`config.mk`:
```
export PLATFORM = sky130hd
export DESIGN_NAME = vrot_front
export DESIGN_NICKNAME = d
export VERILOG_FILES = /design/src/rtl/vrot_pkg.sv /design/src/rtl/vrot_front.sv
export SDC_FILE = /design/constraint.sdc
export NUM_CORES = 1
export LEC_CHECK = 0
export BUFFER_PORTS_ARGS = -buffer_cell sky130_fd_sc_hd__buf_2
export CAP_MARGIN = 30
export CORE_MARGIN = 2
export CORE_UTILIZATION = 37
export DETAILED_ROUTE_END_ITERATION = 12
export PLACE_DENSITY = 0.77
export REMOVE_ABC_BUFFERS = 1
export SLEW_MARGIN = 20
export SYNTH_ARGS = -nofsm -noshare
export SYNTH_HDL_FRONTEND = slang
export SYNTH_SLANG_ARGS = --single-unit
```
`constraint.sdc`:
```
create_clock -name clock -period 3.95 [get_ports clock]
set_input_delay 0.79 -clock clock [delete_from_list [all_inputs] [get_ports clock]]
set_output_delay 0.79 -clock clock [all_outputs]
set_load 0.1 [all_outputs]
```
`src/rtl/vrot_pkg.sv`:
```
`timescale 1ns / 1ps

package vrot_pkg;

   // coordinate format, signed q16.16
   localparam int COORD_BITS = 32;
   localparam int ANGLE_BITS = 16;

   // fractional bits kept in the rounded sine and cosine
   localparam int TRIG_FRAC  = ((62 - COORD_BITS) < 30) ? (62 - COORD_BITS) : 30;
   localparam int TRIG_SHIFT = 30 - TRIG_FRAC;
   localparam int TRIG_W     = TRIG_FRAC + 2;

   // cordic vector in q2.30 with headroom, angle residual in 2^-32 turn
   localparam int VEC_W = 34;
   localparam int ANG_W = 34;
   localparam int MAX_STAGES = 32;

   // product and sum widths of the final rotation
   localparam int PROD_W = COORD_BITS + TRIG_W;
   localparam int SUM_W  = PROD_W + 1;

   localparam logic signed [VEC_W-1:0] GAIN_Q30 = VEC_W'(652032874);

   // axis select codes
   localparam logic [1:0] AXIS_X    = 2'd0;
   localparam logic [1:0] AXIS_Y    = 2'd1;
   localparam logic [1:0] AXIS_Z    = 2'd2;
   localparam logic [1:0] AXIS_NONE = 2'd3;

   // arctangent of 2^-i in 2^-32 turn, rounded to nearest
   localparam logic signed [ANG_W-1:0] ATAN_TURNS [MAX_STAGES] = '{
      536870912, 316933406, 167458907, 85004756, 42667331, 21354465,
      10679838, 5340245, 2670163, 1335087, 667544, 333772, 166886,
      83443, 41722, 20861, 10430, 5215, 2608, 1304, 652, 326, 163, 81,
      41, 20, 10, 5, 3, 1, 1, 0
   };

   typedef struct packed {
      logic [1:0]                   kind;
      logic signed [COORD_BITS-1:0] in_x;
      logic signed [COORD_BITS-1:0] in_y;
      logic signed [COORD_BITS-1:0] in_z;
      logic [ANGLE_BITS-1:0]        turn_angle;
   } req_type;

   typedef struct packed {
      logic signed [COORD_BITS-1:0] out_x;
      logic signed [COORD_BITS-1:0] out_y;
      logic signed [COORD_BITS-1:0] out_z;
   } rsp_type;

   // point and control carried alongside the trig pipeline
   typedef struct packed {
      logic [1:0]                   kind;
      logic                         flip;
      logic signed [COORD_BITS-1:0] px;
      logic signed [COORD_BITS-1:0] py;
      logic signed [COORD_BITS-1:0] pz;
   } item_type;

endpackage

```
`src/rtl/vrot_front.sv`:
```
`timescale 1ns / 1ps

module vrot_front (
   input  logic                       clock,
   input  logic                       reset,
   input  logic                       req_valid,
   input  vrot_pkg::req_type          req_data,
   output logic                       stall_up,
   output logic                       valid_out,
   output vrot_pkg::item_type         item_out,
   output logic signed [vrot_pkg::ANG_W-1:0] angle_out,
   input  logic                       stall_dn
);

   import vrot_pkg::*;

   logic                   valid_ff;
   item_type               item_ff, item_in;
   logic signed [ANG_W-1:0] angle_ff, angle_in;
   logic                   hold;
   logic [ANGLE_BITS-1:0]  folded;

   // quadrants two and three: remove a half turn (toggle of the top bit)
   always_comb begin
      item_in.kind = req_data.kind;
      item_in.px   = req_data.in_x;
      item_in.py   = req_data.in_y;
      item_in.pz   = req_data.in_z;
      item_in.flip = req_data.turn_angle[ANGLE_BITS-1] ^ req_data.turn_angle[ANGLE_BITS-2];
      folded       = req_data.turn_angle;
      if (item_in.flip) begin
         folded[ANGLE_BITS-1] = ~req_data.turn_angle[ANGLE_BITS-1];
      end
      angle_in = {{(ANG_W-ANGLE_BITS-16){folded[ANGLE_BITS-1]}}, folded, 16'b0};
   end

   assign hold = valid_ff & stall_dn;

   always_ff @(posedge clock) begin
      if (reset) begin
         valid_ff <= 1'b0;
      end else if (!hold) begin
         valid_ff <= req_valid;
      end
   end

   always_ff @(posedge clock) begin
      if (!hold) begin
         item_ff  <= item_in;
         angle_ff <= angle_in;
      end
   end

   assign stall_up  = hold;
   assign valid_out = valid_ff;
   assign item_out  = item_ff;
   assign angle_out = angle_ff;

endmodule

```
== Word level (Yosys, flattened, before mapping) ==
Index checks and enable logic that the tools add are counted.
Widths: inputs -> output; s select.
Storage, ports and cells
  bits in registers: 116
  logic and storage cells: 11
Operators by class
  mux-type cells: 1
  bitwise gates (word level): 3
Operators by type and width (number)
  $and 1x1->1: 1
  $mux 1: 1
  $not 1->1: 1
  $xor 1x1->1: 1

== Longest topological paths before layout ==
Gate-level depths: netlist of run 1.
  depth after elaboration: 2
  gate-level depth with buffers: 2
  mapped depth without buffers: 2

== Worst setup path before layout of run 1 ==
Ideal clock, no wire load.
  path kind: reg2out
  start point: register valid_ff (netlist: valid_out)
  end point: output stall_up
  data arrival time: 4828 ps
  data required time: 3160 ps
  stages on the path, launching flop included: 3
  slack: -1668 ps
  cell sequence: dfxtp_1 -> nand2_1 -> inv_1
On the way
  word-level cells in the longest chain between the ends: 1
RTL lines
  from (decl): RTL line vrot_front.sv:17  | logic valid_ff;
  from (signal assigned): RTL line vrot_front.sv:43  | valid_ff <= req_valid;
  $and 1x1->1: RTL line vrot_front.sv:37  | assign hold = valid_ff & stall_dn;
  to (decl): RTL line vrot_front.sv:8  | output logic stall_up,
Every way passes these cells.

== Worst setup path in the final report of run 1 ==
Same ends and word-level chain as after synthesis.

==> flow_summary.json, run 1 <==
{
  "port_buffers": 236,
  "min_period_over_period": 0.571,
  "crit_fanout": 3,
  "vias_per_cell": 4.11,
  "hold_viol": 0,
  "cp-end-kind": "output port",
  "drv_cap": 0,
  "grt_overflow_total": 0,
  "coreArea_um2": 9680,
  "die_x_um": 103,
  "cts_root_buffer": "clkbuf_8",
  "netlist_area_um2": 3640,
  "post-dp-hpwl_mm": 5.54,
  "drive_above_1_share": 0.651,
  "synth_top_area_cell": "edfxtp_1",
  "final_util": 0.567,
  "grt_max_degree": 60,
  "criticalPathCategory": "flop to output port",
  "num_vias": 2218,
  "yosys-top-cells-area": "edfxtp_1 95%, buf_4 3.7%, dfxtp_1 0.55%",
  "drc": 0,
  "p_per_area_nw_per_um2": 683,
  "n_antenna_cell": 0,
  "rows": 36,
  "cts_hold_buf": 0,
  "synth_seq_cells": 116,
  "hold_path_class": "primary input to flop",
  "post_cts_resized": 0,
  "yosysUniqueCellTypes": 10,
  "fp.dieH_um": 103,
  "slew_headroom": 0.518,
  "cts_buffers": 17,
  "tightest_slew_ns": 0.723,
  "antenna_found_initial": 0,
  "worst_slack_ns": 1.70,
  "skew_ns": 0.00458,
  "track_usage": 0.131,
  "layout_min_cycle_time_ns": 2.25,
  "crit_arrival_ns": 1.46,
  "final_common_cell": "buf_2",
  "synth_cells": 141,
  "drv_slew": 0,
  "leakage_nw": 2.49,
  "vdd_ir_drop_max_mv": 0.330,
  "area_growth_pct": 50.8,
  "mostFrequentLayoutCells": "236 x buf_2, 115 x edfxtp_1, 16 x conb_1, 16 x clkbuf_16, 4 x clkinv_2",
  "clkLatencyLatePin_ns": 0.50,
  "clk_pin_slew_worst_paths_ns": 0.05,
  "htree_num_levels": 4,
  "routed_wl_mm": 7.51,
  "ios": 253,
  "cts_max_path_buffers": 2,
  "start_util": 0.376,
  "gp_congestion": 0.745,
  "setup_viol": 0,
  "synth.yosys.seq_area_share": 0.954,
  "rsz0062_at_grt": "false",
  "max_freq_mhz": 444,
  "yosysWarnings": 0,
  "post_cts_buffers": 0,
  "cp.required_ns": 3.16,
  "synth_top_area_share": 0.948,
  "wire_per_inst_um": 13.9,
  "cp-start-kind": "flop",
  "holdPathStages": 2,
  "ant_nets": 0,
  "status": "finished, final reports clean",
  "reg2reg_depth": 2,
  "cts_sinks": 116,
  "drt_first_pass_iters": 4,
  "grt_pass1_vias": 1977,
  "design.die.area_um2": 10700,
  "grt_pass1_wl_mm": 9.63,
  "cts_tree": "done",
  "synth_area_per_cell_um2": 25.8,
  "nets": 512,
  "drtIter0Drc": 29,
  "post-place-ws_ns": 1.69
}
## flip-flops by register name, indices dropped and copies added, names as in the netlist
| name | cells |
|---|---|
| angle_out | 16 |
| item_out | 99 |
| valid_out | 1 |
## Yosys cell counts
cell type / instances
dfxtp_1: 1
nand2_1: 1
xor2_1: 1
a21oi_1: 1
buf_4: 18
edfxtp_1: 115
clkbuf_1: 1
inv_1: 1
nor2_1: 1
conb_1: 1
## layout make-up
| cell class | count | area [um^2] |
|---|---|---|
| Fill cell | 783 | 4190 |
| Clock inverter | 12 | 138 |
| Inverter | 1 | 3.75 |
| Multi-Input combinational cell | 20 | 88.8 |
| Sequential cell | 116 | 3470 |
| Clock buffer | 20 | 425 |
| Tap cell | 133 | 166 |
| Timing Repair Buffer | 238 | 1200 |
## logic make-up after synthesis
group | count (synthesis) | synth area share
flops | 116 | 0.954
xor+xnor | 1 | 0.00241
compound gates | 1 | 0.00137
simple gates | 2 | 0.00206
buf+inv | 20 | 0.0392
other cells | 1 | 0.00103
## final timing paths
check / slack (ns) / start / endpoint
setup / recovery: 1.70 / valid_out$_SDFFE_PP0N_ / stall_up
hold / removal: 0.45 / reset / valid_out$_SDFFE_PP0N_
setup reg to reg: 2.54 / valid_out$_SDFFE_PP0N_ / item_out[59]$_DFFE_PN_
hold reg to reg: 0.57 / valid_out$_SDFFE_PP0N_ / valid_out$_SDFFE_PP0N_
## metrics by stage
step | instances | setup TNS (ns) | hold WS (ns) | power, W | area, um^2
after global placement | 508 | 0 | 0.547 | 0.00234 | 4930
after CTS | 540 | 0 | 0.420 | 0.00379 | 5490
after floorplan | 137 | -31.04 | 0.862 | 0.00221 | 3560
after detailed placement | 508 | 0 | 0.572 | 0.00234 | 4930
after global routing | 540 | 0 | 0.411 | 0.00388 | 5490
final | 540 | 0 | 0.449 | 0.00375 | 5490
## power breakdown
part           internal [W]  switching [W]
Combinational     0.0000957       0.000750
Clock              0.000948       0.000489
Sequential          0.00145      0.0000195
## critical path, stage by stage, from the launching register on
cell,delay [ns]
dfxtp_1,0.39
nand2_4,0.08
inv_1,0.05
buf_2,0.43
## metal layers
| layer | track usage | part of all wire | up-vias |
|---|---|---|---|
| met5 | 0 | 0 | - |
| met4 | 0.0789 | 0.011 | 0 |
| met3 | 0.0813 | 0.13 | 8 |
| met2 | 0.202 | 0.50 | 158 |
| met1 | 0.136 | 0.36 | 1026 |
| li1 | - | - | 1026 |
No activity file was read; power rests on OpenSTA's default activity.
==> run 2, diff against run 1 <==
CORE_UTILIZATION = 41   (was 37)
PLACE_DENSITY = 0.81   (was 0.77)
clock period = 2.1 ns   (was 3.95 ns; I/O delays follow)
==> run 2 against run 1 <==
  * Final cell count decreased by 4.6%
  * Register-to-register slack got worse by 1.7 ns
  * First-iteration DRC count increased by 72%
  * Core utilization increased by 5.9 points
  * Critical endpoint unchanged
  * Largest cell class unchanged
  * Largest power group unchanged
==> flow_summary.json, run 2 (synthesis gave the netlist of run 1 again) <==
{
  "p_sw_frac": 0.354,
  "start_util": 0.420,
  "hold_viol": 0,
  "final_common_cell": "buf_2",
  "routed-wl-met3_um": 970,
  "antenna_found_initial": 1,
  "ant_nets": 0,
  "pwr-share-comb": 0.239,
  "route.met2.wl_mm": 4.15,
  "crit_fanout": 20,
  "largest_register_ffs": 99,
  "leakage_nw": 2.46,
  "gp_congestion": 0.787,
  "cts_max_path_buffers": 2,
  "port_buffers": 236,
  "placed_area_um2": 4940,
  "wl_met1_mm": 2.83,
  "nets": 512,
  "layout_min_cycle_time_ns": 1.86,
  "cp-end-kind": "output port",
  "cts_root_buffer": "clkbuf_8",
  "grt_overflow_total": 0,
  "clkPwrFrac": 0.348,
  "cts_tree": "done",
  "mostFrequentLayoutCells": "235 x buf_2, 115 x edfxtp_1, 16 x conb_1, 16 x clkbuf_16, 5 x clkinvlp_4",
  "seqPwrFrac": 0.413,
  "area_growth_pct": 49.1,
  "htree_num_levels": 4,
  "drive_above_1_share": 0.650,
  "die_x_um": 98.2,
  "coreArea_um2": 8680,
  "fp.dieH_um": 98.2,
  "p_per_area_nw_per_um2": 1230,
  "grt_pass1_vias": 2258,
  "cts_sinks": 116,
  "rows": 34,
  "min_period_over_period": 0.884,
  "switching_power_w": 0.00238,
  "grt_max_degree": 66,
  "post_cts_buffers": 0,
  "cp-start-kind": "flop",
  "routed_wl_mm": 8.07,
  "top_layer": "met4",
  "drv_cap": 0,
  "hold_path_class": "primary input to flop",
  "instances_no_fill": 515,
  "vdd_ir_drop_max_mv": 0.630,
  "grt_pass1_wl_mm": 11.6,
  "post-dp-hpwl_mm": 6.07,
  "design.die.area_um2": 9650,
  "ios": 253,
  "post_cts_resized": 0,
  "vias_per_cell": 4.26,
  "tightest_slew_ns": 0.520,
  "clkLatencyLatePin_ns": 0.48,
  "max_freq_mhz": 539,
  "clk_pin_slew_worst_paths_ns": 0.05,
  "crit_arrival_ns": 1.44,
  "drv_slew": 0,
  "rsz0062_at_grt": "false",
  "p_int_w": 0.00433,
  "fin_area_um2": 5430,
  "criticalPathCategory": "flop to output port",
  "track_usage": 0.164,
  "drc": 0,
  "status": "finished, final reports clean",
  "num_vias": 2195,
  "cp.required_ns": 1.68,
  "setup_viol": 0,
  "wire_per_inst_um": 15.7,
  "dp.cells": 483,
  "skew_ns": 0.00845,
  "cts_buffers": 17,
  "drt_first_pass_iters": 4,
  "drtIter0Drc": 50,
  "slew_headroom": 0.655,
  "cts_hold_buf": 0,
  "r2r_slack_ns": 0.80
}
==> run 2: final timing paths <==
path	from	cells after the start	endpoint
setup / recovery	valid_out$_SDFFE_PP0N_	3	stall_up
hold / removal	reset	2	valid_out$_SDFFE_PP0N_
setup reg to reg	valid_out$_SDFFE_PP0N_	2	item_out[5]$_DFFE_PN_
hold reg to reg	valid_out$_SDFFE_PP0N_	2	valid_out$_SDFFE_PP0N_
==> run 2: cell type report <==
class	instances	area [um^2]
tap	108	135
clock inverter	12	67.6
antenna	1	2.50
multi-input combinational	20	88.8
timing repair buffer	238	1240
sequential	116	3470
fill	648	3250
inverter	1	3.75
clock buffer	19	422
==> run 2: layer usage <==
layer	up-vias	track usage
met5	-	0
met4	0	0.0738
met3	7	0.0916
met2	161	0.267
met1	1005	0.174
li1	1022	-
==> run 2: power groups by stage <==
stage	Sequential (W)	Combinational, W	Clock, W
6_report	0.00277	0.00160	0.00233
5_1_grt	0.00278	0.00163	0.00249
4_1_cts	0.00277	0.00161	0.00239
3_5_place_dp	0.00281	0.00161	0
3_3_place_gp	0.00280	0.00160	0
2_1_floorplan	0.00399	0.000160	0
==> run 2: per-stage QoR <==
step | setup TNS (ns) | hold WS (ns) | util | power, W | setup slack [ns]
detailed placement | 0 | 0.557 | 0.569 | 0.00442 | 0.550
global placement | 0 | 0.558 | 0.569 | 0.00440 | 0.554
CTS | 0 | 0.0558 | 0.625 | 0.00676 | 0.200
floorplan | -246.58 | 0.492 | - | 0.00415 | -3.15
global route | 0 | 0.0510 | 0.626 | 0.00690 | 0.126
finish | 0 | 0.0868 | 0.626 | 0.00670 | 0.244
==> run 2: critical path, cell delays in order, from the launching register on <==
cell     delay [ns]
dfxtp_1        0.38
nand2_4        0.20
inv_1          0.18
buf_12         0.19
==> run 3, diff against run 2 <==
CORE_ASPECT_RATIO = 1.1   (was unset)
CORE_UTILIZATION = 40   (was 41)
PLACE_DENSITY = unset   (was 0.81)
PLACE_DENSITY_LB_ADDON = 0.08   (was unset)
==> run 3 against run 2 <==
  * Clock-buffer cell count increased by 1
  * Power increased by 2.3%
  * Critical path depth decreased by 2
  * Global-route usage decreased by 0.38 points
  * Sequential cell count unchanged
  * Worst setup slack improved by 0.10 ns
  * Sequential power about the same
  * Via count decreased by 1.1%
  * Die area increased by 2.4%
  * Register-to-register slack improved by 0.22 ns
  * Clock power increased by 7%
  * Critical path type unchanged
  * Critical endpoint is now valid_out
==> flow_summary.json, run 3 (synthesis gave the netlist of run 1 again) <==
{
  "r2r_slack_ns": 1.02,
  "cp.required_ns": 1.68,
  "port_buffers": 236,
  "post-dp-hpwl_mm": 5.71,
  "slew_headroom": 0.658,
  "leakage_nw": 2.49,
  "final_util": 0.615,
  "cts_buffers": 17,
  "drive_above_1_share": 0.646,
  "cp-end-kind": "output port",
  "cpLargestDelayFamily": "buffers and inverters",
  "reg2reg_depth": 2,
  "drv_cap": 0,
  "endpoint": "valid_out",
  "reg2reg_from": "valid_out$_SDFFE_PP0N_",
  "worst_slack_ns": 0.345,
  "crit_fanout": 3,
  "rsz0062_at_grt": "false",
  "p_per_area_nw_per_um2": 1260,
  "layout_min_cycle_time_ns": 1.75,
  "design.die.area_um2": 9880,
  "cp-start-kind": "flop",
  "coreArea_um2": 8870,
  "min_period_over_period": 0.836,
  "multi_input_area_um2": 88.8,
  "grt_overflow_total": 0,
  "skew_ns": 0.00424,
  "track_usage": 0.160,
  "ant_nets": 0,
  "grt_max_degree": 61,
  "crit_chain": "buf_2",
  "crit_start": "valid_out$_SDFFE_PP0N_",
  "start_util": 0.410,
  "setup_viol": 0,
  "seqPwrFrac": 0.403,
  "rows": 36,
  "drv_slew": 0,
  "mostFrequentLayoutCells": "235 x buf_2, 115 x edfxtp_1, 16 x conb_1, 16 x clkbuf_16, 4 x clkinv_1",
  "area_growth_pct": 50.0,
  "pwr-share-comb": 0.233,
  "drtIter0Drc": 84,
  "switching_power_w": 0.00231,
  "cts_sinks": 116,
  "rr_endpoint": "item_out[7]$_DFFE_PN_",
  "clkLatencyLatePin_ns": 0.51,
  "post-place-ws_ns": 0.770,
  "tightest_slew_ns": 0.516,
  "grt_pass1_wl_mm": 11.2,
  "gp_congestion": 0.712,
  "fin_area_um2": 5460,
  "p_int_w": 0.00455,
  "fp.dieH_um": 104,
  "finalSetupTns_ns": 0,
  "n_antenna_cell": 0,
  "cts_hold_buf": 0,
  "p_sw_frac": 0.337,
  "ios": 253,
  "nets": 512,
  "hold_viol": 0,
  "clk_pin_slew_worst_paths_ns": 0.05,
  "instances_no_fill": 518,
  "hold_path_class": "primary input to flop",
  "clkPwrFrac": 0.364,
  "post_cts_resized": 0,
  "wire_per_inst_um": 14.8,
  "final_common_cell": "buf_2",
  "vias_per_cell": 4.19,
  "cts_tree": "done",
  "drc": 0,
  "worst_path_max_delay_cell": "buf_2",
  "routed_wl_mm": 7.68,
  "num_vias": 2170,
  "dp.cells": 489,
  "cp_num_cells": 1,
  "vdd_ir_drop_max_mv": 0.594,
  "htree_num_levels": 4,
  "placed_area_um2": 4940,
  "cp_num_buf_inv": 1,
  "die_x_um": 95.0,
  "drt_first_pass_iters": 4,
  "cts_max_path_buffers": 2,
  "n_fill_cell": 722,
  "post_cts_buffers": 0,
  "crit_arrival_ns": 1.33,
  "antenna_found_initial": 0,
  "largest_register_ffs": 99,
  "criticalPathCategory": "flop to output port",
  "grt_pass1_vias": 2173,
  "cts_root_buffer": "clkbuf_8",
  "max_freq_mhz": 570,
  "regArea_um2": 3470,
  "status": "finished, final reports clean",
  "cpPeakStageDelay_ns": 0.45
}
[run 3: changes by cell type in the layout (fill, tap and decap cells not counted)]
cell / change
clkbuf_1: +1
clkinvlp_4: -5
diode_2: -1
bufinv_16: +2
[run 3: metal layers]
layer | vias up | track usage | routed length (um)
met5 | - | 0 | 0
met4 | 0 | 0.0932 | 202
met3 | 18 | 0.0833 | 989
met2 | 151 | 0.277 | 4080
met1 | 981 | 0.143 | 2410
li1 | 1020 | - | -
[run 3: layout make-up]
cell class                 instances  share of cell area
multi-input combinational         20              0.0163
inverter                           1            0.000687
tap                              114              0.0261
clock inverter                     9              0.0165
sequential                       116               0.636
clock buffer                      20              0.0779
timing repair buffer             238               0.226
[run 3: worst min-delay path by stage]
stage                           start                     end  cells after the start
5_1_grt                         reset  valid_out$_SDFFE_PP0N_                      2
3_5_place_dp   valid_out$_SDFFE_PP0N_  valid_out$_SDFFE_PP0N_                      2
6_report                        reset  valid_out$_SDFFE_PP0N_                      2
3_3_place_gp   valid_out$_SDFFE_PP0N_  valid_out$_SDFFE_PP0N_                      2
2_1_floorplan                   reset  valid_out$_SDFFE_PP0N_                      1
4_1_cts                         reset  valid_out$_SDFFE_PP0N_                      2
[run 3: power groups by stage]
| stage | Clock, W | Combinational, W | Sequential [W] |
|---|---|---|---|
| floorplan | 0 | 0.000160 | 0.00399 |
| global placement | 0 | 0.00160 | 0.00280 |
| detailed placement | 0 | 0.00161 | 0.00281 |
| CTS | 0.00257 | 0.00161 | 0.00277 |
| global route | 0.00266 | 0.00164 | 0.00278 |
| finish | 0.00250 | 0.00160 | 0.00276 |
[run 3: stage by stage]
stage,power [W],hold WS [ns]
floorplan,0.00415,0.492
global placement,0.00441,0.542
detailed placement,0.00442,0.548
CTS,0.00694,0.0326
global route,0.00708,0.0431
finish,0.00686,0.0656
